$ cat config.mk
export PLATFORM = sky130hd
export DESIGN_NAME = unique_name_set_table_top
export DESIGN_NICKNAME = d
export VERILOG_FILES = /design/src/rtl/unst_pkg.sv /design/src/rtl/unst_ctrl.sv /design/src/rtl/unst_dp.sv /design/src/rtl/unique_name_set_table_top.sv
export VERILOG_INCLUDE_DIRS = /design/src /design/src/rtl
export SDC_FILE = /design/constraint.sdc
export NUM_CORES = 2
export LEC_CHECK = 0
export BUFFER_PORTS_ARGS = -buffer_cell sky130_fd_sc_hd__clkbuf_2
export CORE_ASPECT_RATIO = 2
export CORE_MARGIN = 2
export CORE_UTILIZATION = 55
export CTS_BUF_LIST = sky130_fd_sc_hd__clkbuf_2 sky130_fd_sc_hd__clkbuf_4 sky130_fd_sc_hd__clkbuf_8
export CTS_CLUSTER_SIZE = 30
export DETAILED_ROUTE_END_ITERATION = 7
export MAX_ROUTING_LAYER = met4
export PLACE_DENSITY = 0.72
export SLEW_MARGIN = 20
export SYNTH_ARGS = -nofsm -noshare
export SYNTH_HDL_FRONTEND = slang
export SYNTH_HIERARCHICAL = 1
export SYNTH_SLANG_ARGS = --single-unit
$ cat constraint.sdc
create_clock -name clk -period 8 [get_ports clk]
set_clock_uncertainty 0.15 [all_clocks]
set_input_delay 0.4 -clock clk [delete_from_list [all_inputs] [get_ports clk]]
set_output_delay 0.4 -clock clk [all_outputs]
set_load 0.005 [all_outputs]
$ cat src/rtl/assert_macros.svh
// Assertion helpers used by the datapath RTL file.
`ifndef ASSERT_MACROS_SVH
`define ASSERT_MACROS_SVH

// Consequent must hold in the same cycle as the antecedent.
`define ASSERT_IMPLIES(lbl, clk, rst, ante, cons) \
  lbl: assert property (@(posedge clk) disable iff (rst) (ante) |-> (cons)) \
    else $error("implication check failed");

// Consequent must hold in the cycle after the antecedent.
`define ASSERT_NEXT(lbl, clk, rst, ante, cons) \
  lbl: assert property (@(posedge clk) disable iff (rst) (ante) |=> (cons)) \
    else $error("next-cycle check failed");

// Condition must never be true.
`define ASSERT_NEVER(lbl, clk, rst, cond) \
  lbl: assert property (@(posedge clk) disable iff (rst) !(cond)) \
    else $error("forbidden condition seen");

`endif

$ cat src/rtl/unst_pkg.sv
`default_nettype none

package unst_pkg;

  // Default sizing
  localparam int CAPACITY_DEF  = 16;
  localparam int KEY_BITS_DEF  = 64;
  localparam int MAX_RESULTS   = 16;

  // Port field widths
  localparam int KEY_PORT_BITS = 64;
  localparam int SLOT_BITS     = 4;
  localparam int IN_DATA_BITS  = 72;
  localparam int OUT_DATA_BITS = 72;

  // Request modes
  localparam logic [1:0] MODE_CREATE = 2'd0;
  localparam logic [1:0] MODE_DELETE = 2'd1;
  localparam logic [1:0] MODE_SEARCH = 2'd2;
  localparam logic [1:0] MODE_LIST   = 2'd3;

  // Result status codes
  localparam logic [2:0] ST_CREATED  = 3'd0;
  localparam logic [2:0] ST_EXISTS   = 3'd1;
  localparam logic [2:0] ST_FULL     = 3'd2;
  localparam logic [2:0] ST_DELETED  = 3'd3;
  localparam logic [2:0] ST_NOTFOUND = 3'd4;
  localparam logic [2:0] ST_FOUND    = 3'd5;
  localparam logic [2:0] ST_ENTRY    = 3'd6;
  localparam logic [2:0] ST_EMPTY    = 3'd7;

  // Controller to datapath
  typedef struct packed {
    logic       accept;   // capture request, restart scan index
    logic       scan;     // read next stored key and compare previous
    logic       latch;    // record scan outcome
    logic       del_rd;   // read the last stored entry
    logic       list_rd;  // read entry at the list index
    logic       emit;     // load the result register
    logic [2:0] code;     // status of the emitted result
  } cmd_t;

  // Datapath to controller
  typedef struct packed {
    logic hit;        // registered key matches request
    logic done;       // scan reached the fill count without a match
    logic found;      // latched scan outcome
    logic full;       // table at capacity
    logic empty;      // table holds no entry
    logic list_last;  // current list entry is the final one emitted
    logic out_free;   // result register can take a transaction
  } stat_t;

endpackage

`default_nettype wire

$ cat src/rtl/unst_ctrl.sv
`default_nettype none

module unst_ctrl (
  input  wire logic          clk,
  input  wire logic          rst,
  input  wire logic          in_valid,
  input  wire logic [1:0]    in_mode,
  output logic               in_ready,
  output unst_pkg::cmd_t     cmd,
  input  wire unst_pkg::stat_t stat
);

  localparam logic [2:0] S_IDLE      = 3'd0;
  localparam logic [2:0] S_SCAN      = 3'd1;
  localparam logic [2:0] S_RESULT    = 3'd2;
  localparam logic [2:0] S_DEL_RD    = 3'd3;
  localparam logic [2:0] S_DEL_WR    = 3'd4;
  localparam logic [2:0] S_LIST_RD   = 3'd5;
  localparam logic [2:0] S_LIST_EMIT = 3'd6;

  logic [2:0] state, state_next;
  logic [1:0] mode, mode_next;

  // Sequence one request at a time
  always_comb begin
    state_next = state;
    mode_next  = mode;
    cmd        = '0;
    in_ready   = (state == S_IDLE);
    case (state)
      S_IDLE: begin
        if (in_valid) begin
          cmd.accept = 1'b1;
          mode_next  = in_mode;
          if (in_mode == unst_pkg::MODE_LIST) begin
            state_next = stat.empty ? S_RESULT : S_LIST_RD;
          end else begin
            state_next = S_SCAN;
          end
        end
      end
      S_SCAN: begin
        cmd.scan = 1'b1;
        if (stat.hit || stat.done) begin
          cmd.latch  = 1'b1;
          state_next = (stat.hit && mode == unst_pkg::MODE_DELETE) ? S_DEL_RD : S_RESULT;
        end
      end
      S_RESULT: begin
        case (mode)
          unst_pkg::MODE_CREATE: begin
            if (stat.found) begin
              cmd.code = unst_pkg::ST_EXISTS;
            end else if (stat.full) begin
              cmd.code = unst_pkg::ST_FULL;
            end else begin
              cmd.code = unst_pkg::ST_CREATED;
            end
          end
          unst_pkg::MODE_DELETE: cmd.code = unst_pkg::ST_NOTFOUND;
          unst_pkg::MODE_SEARCH: begin
            cmd.code = stat.found ? unst_pkg::ST_FOUND : unst_pkg::ST_NOTFOUND;
          end
          default: cmd.code = unst_pkg::ST_EMPTY;
        endcase
        if (stat.out_free) begin
          cmd.emit   = 1'b1;
          state_next = S_IDLE;
        end
      end
      S_DEL_RD: begin
        cmd.del_rd = 1'b1;
        state_next = S_DEL_WR;
      end
      S_DEL_WR: begin
        cmd.code = unst_pkg::ST_DELETED;
        if (stat.out_free) begin
          cmd.emit   = 1'b1;
          state_next = S_IDLE;
        end
      end
      S_LIST_RD: begin
        cmd.list_rd = 1'b1;
        state_next  = S_LIST_EMIT;
      end
      S_LIST_EMIT: begin
        cmd.code = unst_pkg::ST_ENTRY;
        if (stat.out_free) begin
          cmd.emit   = 1'b1;
          state_next = stat.list_last ? S_IDLE : S_LIST_RD;
        end
      end
      default: state_next = S_IDLE;
    endcase
  end

  // Hold state and request mode
  always_ff @(posedge clk) begin
    if (rst) begin
      state <= S_IDLE;
      mode  <= unst_pkg::MODE_CREATE;
    end else begin
      state <= state_next;
      mode  <= mode_next;
    end
  end

endmodule

`default_nettype wire

$ cat src/rtl/unst_dp.sv
`default_nettype none
`include "assert_macros.svh"

module unst_dp #(
  parameter int CAPACITY = unst_pkg::CAPACITY_DEF,
  parameter int KEY_BITS = unst_pkg::KEY_BITS_DEF
) (
  input  wire logic                              clk,
  input  wire logic                              rst,
  input  wire logic [unst_pkg::KEY_PORT_BITS-1:0] in_key,
  input  wire unst_pkg::cmd_t                    cmd,
  output unst_pkg::stat_t                        stat,
  input  wire logic                              out_ready,
  output logic                                   out_valid,
  output logic [2:0]                             out_status,
  output logic [unst_pkg::SLOT_BITS-1:0]         out_slot,
  output logic [unst_pkg::KEY_PORT_BITS-1:0]     out_name,
  output logic                                   out_last
);

  localparam int IW       = $clog2(CAPACITY);
  localparam int CW       = $clog2(CAPACITY + 1);
  localparam int SlotW    = unst_pkg::SLOT_BITS;
  localparam int KeyPortW = unst_pkg::KEY_PORT_BITS;
  localparam int ListMaxI = (CAPACITY < unst_pkg::MAX_RESULTS) ? CAPACITY
                                                                : unst_pkg::MAX_RESULTS;
  localparam logic [CW-1:0] CountMax = CW'(CAPACITY);
  localparam logic [CW-1:0] ListMax  = CW'(ListMaxI);

  logic [KEY_BITS-1:0] mem [CAPACITY];

  logic [CW-1:0]       count;
  logic [KEY_BITS-1:0] key;
  logic [CW-1:0]       idx;
  logic [KEY_BITS-1:0] rd_data;
  logic [IW-1:0]       rd_pos;
  logic                rd_vld;
  logic                found;
  logic [IW-1:0]       match_pos;

  logic [CW-1:0]       list_n;
  logic [CW-1:0]       idx_inc;
  logic [CW-1:0]       count_m1;
  logic                in_range;
  logic                out_free;
  logic                rd_en;
  logic [IW-1:0]       rd_addr;
  logic                wr_en;
  logic [IW-1:0]       wr_addr;
  logic [KEY_BITS-1:0] wr_data;
  logic                is_create;
  logic                is_delete;
  logic                is_entry;

  logic [SlotW-1:0]    slot_next;
  logic [KeyPortW-1:0] name_next;
  logic                last_next;

  // Decode status from registered state and the output ready
  always_comb begin
    list_n    = (count < ListMax) ? count : ListMax;
    idx_inc   = idx + CW'(1);
    count_m1  = count - CW'(1);
    in_range  = (idx < count);
    out_free  = !out_valid || out_ready;

    stat.hit       = rd_vld && (rd_data == key);
    stat.done      = !rd_vld && !in_range;
    stat.found     = found;
    stat.full      = (count >= CountMax);
    stat.empty     = (count == '0);
    stat.list_last = (idx_inc == list_n);
    stat.out_free  = out_free;
  end

  // Decode memory port controls
  always_comb begin
    is_create = cmd.emit && (cmd.code == unst_pkg::ST_CREATED);
    is_delete = cmd.emit && (cmd.code == unst_pkg::ST_DELETED);
    is_entry  = cmd.emit && (cmd.code == unst_pkg::ST_ENTRY);

    rd_en   = (cmd.scan && in_range) || cmd.list_rd || cmd.del_rd;
    rd_addr = cmd.del_rd ? count_m1[IW-1:0] : idx[IW-1:0];
    wr_en   = is_create || is_delete;
    wr_addr = is_create ? count[IW-1:0] : match_pos;
    wr_data = is_create ? key : rd_data;
  end

  // Store keys, register read data
  always_ff @(posedge clk) begin
    if (wr_en) begin
      mem[wr_addr] <= wr_data;
    end
    if (rd_en) begin
      rd_data <= mem[rd_addr];
    end
  end

  // Track scan position and fill count
  always_ff @(posedge clk) begin
    if (rst) begin
      count  <= '0;
      idx    <= '0;
      rd_vld <= 1'b0;
    end else begin
      if (cmd.accept) begin
        idx    <= '0;
        rd_vld <= 1'b0;
      end else if (cmd.scan) begin
        rd_vld <= in_range;
        if (in_range) begin
          idx <= idx_inc;
        end
      end else if (is_entry) begin
        idx <= idx_inc;
      end
      if (is_create) begin
        count <= count + CW'(1);
      end else if (is_delete) begin
        count <= count_m1;
      end
    end
  end

  // Capture request key, scan position and outcome
  always_ff @(posedge clk) begin
    if (cmd.accept) begin
      key <= in_key[KEY_BITS-1:0];
    end
    if (cmd.scan && in_range) begin
      rd_pos <= idx[IW-1:0];
    end
    if (cmd.latch) begin
      found     <= stat.hit;
      match_pos <= rd_pos;
    end
  end

  // Form result fields from status code
  always_comb begin
    case (cmd.code)
      unst_pkg::ST_CREATED: slot_next = SlotW'(count);
      unst_pkg::ST_EXISTS,
      unst_pkg::ST_DELETED,
      unst_pkg::ST_FOUND:   slot_next = SlotW'(match_pos);
      unst_pkg::ST_ENTRY:   slot_next = SlotW'(idx);
      default:              slot_next = '0;
    endcase
    case (cmd.code)
      unst_pkg::ST_ENTRY: name_next = KeyPortW'(rd_data);
      unst_pkg::ST_EMPTY: name_next = '0;
      default:            name_next = KeyPortW'(key);
    endcase
    last_next = (cmd.code == unst_pkg::ST_ENTRY) ? stat.list_last : 1'b1;
  end

  // Result register
  always_ff @(posedge clk) begin
    if (rst) begin
      out_valid <= 1'b0;
    end else if (cmd.emit) begin
      out_valid <= 1'b1;
    end else if (out_ready) begin
      out_valid <= 1'b0;
    end
  end

  always_ff @(posedge clk) begin
    if (cmd.emit) begin
      out_status <= cmd.code;
      out_slot   <= slot_next;
      out_name   <= name_next;
      out_last   <= last_next;
    end
  end

  `ASSERT_NEVER(a_count_bound, clk, rst, count > CountMax)
  `ASSERT_NEVER(a_emit_free, clk, rst, cmd.emit && !out_free)
  `ASSERT_IMPLIES(a_create_room, clk, rst, is_create, count < CountMax)
  `ASSERT_IMPLIES(a_delete_hit, clk, rst, is_delete, found && count != '0)

endmodule

`default_nettype wire

$ cat src/rtl/unique_name_set_table_top.sv
// Create, delete and search: one result, given once the key scan has ended;
//   the scan reads one stored entry per cycle from the name memory.
// List: each entry is read from memory, then loaded as a result; up to 16 entries.
// A new request is taken once the final result of the previous one is registered.
// Synchronous active-high reset empties the table; stored keys are not cleared.
`default_nettype none

module unique_name_set_table_top #(
  parameter int CAPACITY = unst_pkg::CAPACITY_DEF,
  parameter int KEY_BITS = unst_pkg::KEY_BITS_DEF
) (
  input  wire logic                               clk,
  input  wire logic                               rst,
  input  wire logic                               s_tvalid,
  output logic                                    s_tready,
  // [1:0] mode, [65:2] key_name, [71:66] zero
  input  wire logic [unst_pkg::IN_DATA_BITS-1:0]  s_tdata,
  output logic                                    m_tvalid,
  input  wire logic                               m_tready,
  // [2:0] status, [6:3] slot, [70:7] entry_name, [71] zero
  output logic [unst_pkg::OUT_DATA_BITS-1:0]      m_tdata,
  output logic                                    m_tlast
);

  localparam int KeyW  = unst_pkg::KEY_PORT_BITS;
  localparam int SlotW = unst_pkg::SLOT_BITS;

  unst_pkg::cmd_t  cmd;
  unst_pkg::stat_t stat;

  logic [2:0]       out_status;
  logic [SlotW-1:0] out_slot;
  logic [KeyW-1:0]  out_name;

  unst_ctrl u_ctrl (
    .clk      (clk),
    .rst      (rst),
    .in_valid (s_tvalid),
    .in_mode  (s_tdata[1:0]),
    .in_ready (s_tready),
    .cmd      (cmd),
    .stat     (stat)
  );

  unst_dp #(
    .CAPACITY (CAPACITY),
    .KEY_BITS (KEY_BITS)
  ) u_dp (
    .clk        (clk),
    .rst        (rst),
    .in_key     (s_tdata[KeyW+1:2]),
    .cmd        (cmd),
    .stat       (stat),
    .out_ready  (m_tready),
    .out_valid  (m_tvalid),
    .out_status (out_status),
    .out_slot   (out_slot),
    .out_name   (out_name),
    .out_last   (m_tlast)
  );

  // Pack result fields
  assign m_tdata = {1'b0, out_name, out_slot, out_status};

endmodule

`default_nettype wire
; ---- Word-level counts from Yosys, hierarchy flattened
; Memories as Yosys holds them, arrays and structs flattened. A register that Yosys moved wholly into a read port is not among the register bits.
; Index checks and enable logic that the tools add are counted.
[totals]
regBits = 162
latch_bits = 0
ram_bits = 1024
romBits = 0
input_bits = 76
output_inout_bits = 75
wordCells = 106
memories = 1
[mem_list]
columns = memory, words, width, rd, rd_clocked_by_memory_dff, write_ports, line
row1 = u_dp.mem, 16, 64, 1, 1, 1, unst_dp.sv:30  ; logic [KEY_BITS-1:0] mem [CAPACITY];
[classes]
addsub = 3
n_mul = 0
n_div = 0
order_cmp = 3
n_eq_ne = 21
n_shift = 0
mux = 36
n_bitwise = 0
n_reduce_logical = 28
[op_table]
columns = op, count
row1 = $pmux W64 S2, 1
row2 = $eq A64 B64 Y1, 1
row3 = $mux W64, 1
row4 = $mux W5, 6
row5 = $mux W3, 8
row6 = $pmux W4 S3, 2
row7 = $eq A3 B3 Y1 const B, 6
row8 = $pmux W3 S6, 1
row9 = $mux W1, 12
row10 = $add A5 B1 Y5 const B, 2
row11 = $eq A3 B2 Y1 const B, 3
row12 = $pmux W3 S3, 1
row13 = $mux W4, 2
row14 = $logic_and A1 B1 Y1, 7
row15 = $eq A3 B1 Y1 const B, 2
row16 = $logic_not A3 Y1, 2
row17 = $ne A2 B1 Y1 const B, 3
row18 = $reduce_bool A2 Y1, 3
row19 = $eq A5 B5 Y1, 1
row20 = $ge A5 B5 Y1 const B, 1
row21 = $logic_not A5 Y1, 1
row22 = $logic_or A1 B1 Y1, 5
row23 = $lt A5 B5 Y1, 1
row24 = $lt A5 B5 Y1 const B, 1
row25 = other kinds (11), 18

; ---- Depth between registers and ports, before layout
[depth]
depth_word = 10
mapped_depth = 11
depth_no_buf = 10

; ---- Cells and area by module
; Netlist, hierarchy kept.
[by_module_without_submodules]
columns = module, instances, cells_each, area_each_um2, seq_area_each_um2
row1 = unst_dp, 1, 4109, 52230.1, 37265.7
row2 = unst_ctrl, 1, 61, 520.5, 100.1
row3 = unique_name_set_table_top, 1, 2, 11.3, 0.0

; ---- Worst setup path before layout
; No wires, ideal clock.
[synth_timing]
path_kind = reg-to-reg
startpoint = reg u_ctrl.state[0]
endpoint = mem u_dp/mem[0][0] (netlist name), enable pin
setup_ns = 0.487
arrival_ns = 6.026
required_ns = 7.363
path_slack_ns = 1.337
stages_incl_launch_ff = 10
n_path_buf = 3
synth_period_minus_slack_ns = 6.663
cell_sequence = dfxtp_1 buf_2 inv_1 o211a_1 or4b_1 clkbuf_1 clkbuf_1 o21ai_0 o21ai_0 nor2_1
[synth_lines]
columns = item, line
row1 = "start, declared", unst_ctrl.sv:21  ; logic [2:0] state, state_next;
row2 = "start signal, assigned", unst_ctrl.sv:103  ; state <= state_next;
row3 = "end, declared", unst_dp.sv:30

==> flow_summary.toml <==
[finish]
finalNonFillerCells = 5617
final_common_cell = "edfxtp_1"
regArea_um2 = 37370
multiInputGateArea_um2 = 14030
layout_common_cells = "edfxtp_1, nand3_1, o21ai_0, nand2_1, a21oi_1"
drive_gt1_share_pct = 14.57
area_growth_pct = 10.79
layout.nets = 4360
n_fill_cell = 6990
final_area_um2 = 58460

[clocking]
clockRootBuffer = "clkbuf_8"
cts_tree = "built"
cts_max_level = 4
clk_pin_slew_ns = 0.07
clkSinkCount = 1250
clockBufferDepth = 3
cts_buffers = 166
insertion_delay_ns = 0.88

[detailed_routing]
drt-met1-wl_mm = 53.77
postRouteAntennaNets = 0
met3_wirelength_mm = 17.27
top_layer_used = "met4"
firstDrtPassIters = 6
drc_errors = 0
wl_per_cell_um = 28.35
vias = 37850
vias_per_cell = 6.738
routed_wl_mm = 159.2
drtIter0Drc = 5067
wl_met2_mm = 78.63

[synthesis]
synth-async-reset-ratio_pct = 0
yosysTopAreaCell = "edfxtp_1"
synth_edf_count = 1233
yosys_warnings = 6
synthCells = 4172
synth_cell_type_count = 73
synth_ff_type = "edfxtp_1"
synth_area_leaders = "edfxtp_1, nand3_1, o21ai_0"
synth.yosys.seq_area_share_pct = 70.82
netlist_area_um2 = 52760
synth_top_area_share_pct = 70.17
syn_nets = 4259
synth_area_per_cell_um2 = 12.65
synth-seq-cells = 1250

[setup_path]
path_max_fanout = 77
reg2reg_from = "u_ctrl/state[1]$_SDFFE_PP0P_"
rr_worst_depth = 9
worstSetupPathType = "reg -> reg"
worst_ep_arrival_time_ns = 5.60
crit_start = "u_ctrl/state[1]$_SDFFE_PP0P_"
worstSetupStartpointType = "register"
worstPathRequired_ns = 8.32
crit_path_end_kind = "register"

[pwr]
power_frac_seq_pct = 50.5
power_density_nw_per_um2 = 317.8
p_int_mw = 12.39
p_clk_share_pct = 25.2
switching_share_pct = 33.31
peakVddDrop_v = 0.0002648
power_frac_comb_pct = 24.3
p_leak_nw = 18.15
switching_power_mw = 6.188

[worst_hold_path]
hold_start = "s_tdata[28]"
hp-class = "in -> reg"
whs_path_depth = 2

[place]
portBuffers = 143
dp.cells = 5249
gp_congestion = 0.8634
dpl_cell_area_um2 = 54580
dp_hpwl_mm = 83.82

[floorplan]
dieArea_um2 = 98570
die_w_um = 223.0
die_h_um = 442.0
ios = 151
rows = 160
initial_core_util_pct = 55.49
core_area_um2 = 95090

[grt]
grt_pass1_wl_mm = 233.8
antenna_found_initial = 5
grt_use_total_pct = 33.03
grt.overflow.total = 0
grt_start_max_net_pins = 183
grt_pass1_vias = 37220

[timing]
tightest_slew_ns = 1.193
min_period_ns = 5.281
report.final.hold_viol_count = 0
setup_tns_ns = 0
final.period_utilization_pct = 66.01
maxSlewViolCount = 0
relSlewSlack_pct = 20.46
max_freq_ghz = 0.1894
hold_slack_ns = 0.08355
rsz0062_at_grt = "no"
setup_viol = 0

[run_status]
outcome = "finished, final reports clean"

[run]
cap_viol_max_count = 0
[power by group through the flow]
stage                     combinational (mW)  clock, mW  sequential [mW]
after floorplan                         2.62          0             9.32
after global placement                  4.23          0             9.47
after detailed placement                4.33          0             9.48
after CTS                               4.38       4.72             9.35
after global routing                    4.78       4.95             9.41
final                                   4.51       4.69             9.37
[sequential cells by signal, summed over array words and instances, names as in the netlist, 3 cells and up]
name	count
u_ctrl/state	3
u_dp/count	5
u_dp/idx	5
u_dp/key	64
u_dp/match_pos	4
u_dp/mem	1024
u_dp/out_name	64
u_dp/out_slot	4
u_dp/out_status	3
u_dp/rd_data	64
u_dp/rd_pos	4
[worst max-delay path, stage by stage (launching register included)]
cell and delay, ns:
dfxtp_1 0.73, nand3_1 0.24, a21oi_4 0.22, buf_4 0.80, nand2_1 0.11, nor3_1 0.46, nand2_1 0.11, o32a_1 0.35
nor2_4 0.68, buf_4 0.92
[worst paths after layout]
kind	endpoint	slack [ns]
worst max-delay path	u_dp/mem[9][21]$_DFFE_PP_	2.72
worst min-delay path	u_dp/key[26]$_DFFE_PP_	0.08
worst max register to register	u_dp/mem[9][21]$_DFFE_PP_	2.72
worst min register to register	u_dp/match_pos[2]$_DFFE_PP_	0.30
[what timing repair did]
action / 4_1_cts / 5_1_grt
hold endpoints to repair: 81 / 0
hold buffers: 71 / 0
gates resized for setup: 0 / 0
setup buffers: 0 / 0
[synthesized netlist by cell type, types with 5 or more instances]
cell	number
ha_1	11
xnor2_1	32
a21oi_1	210
nand3_1	1033
buf_12	6
clkbuf_1	280
nor4_2	60
a21oi_2	60
nand2_1	238
nor2_1	42
edfxtp_1	1233
a2111o_1	5
nor4_1	12
buf_2	28
nor3_1	12
nand2b_1	75
o31ai_1	7
inv_1	28
o21ai_0	603
o22ai_1	7
buf_1	43
dfxtp_1	17
a22oi_1	9
xor2_1	20
nor2b_1	14
nand4_1	8
[layer usage]
layer,GRT usage (%),vias to the layer above
met5,-,-
met4,18.77,0
met3,6.965,636
met2,53.12,2656
met1,38.65,18570
li1,-,15990
[metrics by stage]
step / power, mW / setup slack (ns) / util [%]
3_3_place_gp: 13.70 / 2.938 / 57.34
4_1_cts: 18.45 / 2.912 / 61.45
5_1_grt: 19.14 / 2.595 / 61.47
2_1_floorplan: 11.94 / 1.337 / -
3_5_place_dp: 13.81 / 2.907 / 57.39
6_report: 18.58 / 2.719 / 61.47
[area by class of cell]
| cell class | count | area share [%] |
|---|---|---|
| diodes | 3 | 0.01284 |
| clock buffers | 218 | 4.598 |
| clock inverters | 76 | 0.7898 |
| inverters | 28 | 0.1798 |
| multi-input cells | 2530 | 23.99 |
| flip-flops and latches | 1250 | 63.92 |
| well taps | 1215 | 2.601 |
| repair buffers | 297 | 3.904 |
[cell families (layout without fill, tap and decap cells)]
kind of cell | count (synthesis) | after routing | share of synthesized area (%)
buf+inv | 392 | 619 | 3.118
fa+ha+maj | 11 | 11 | 0.2609
compound gates | 935 | 935 | 9.694
xor+xnor | 52 | 52 | 0.8632
other cells | 1 | 4 | 0.007107
flops | 1250 | 1250 | 70.82
mux | 6 | 6 | 0.1186
simple gates | 1525 | 1525 | 15.12
No activity file was read; power rests on OpenSTA's default activity.
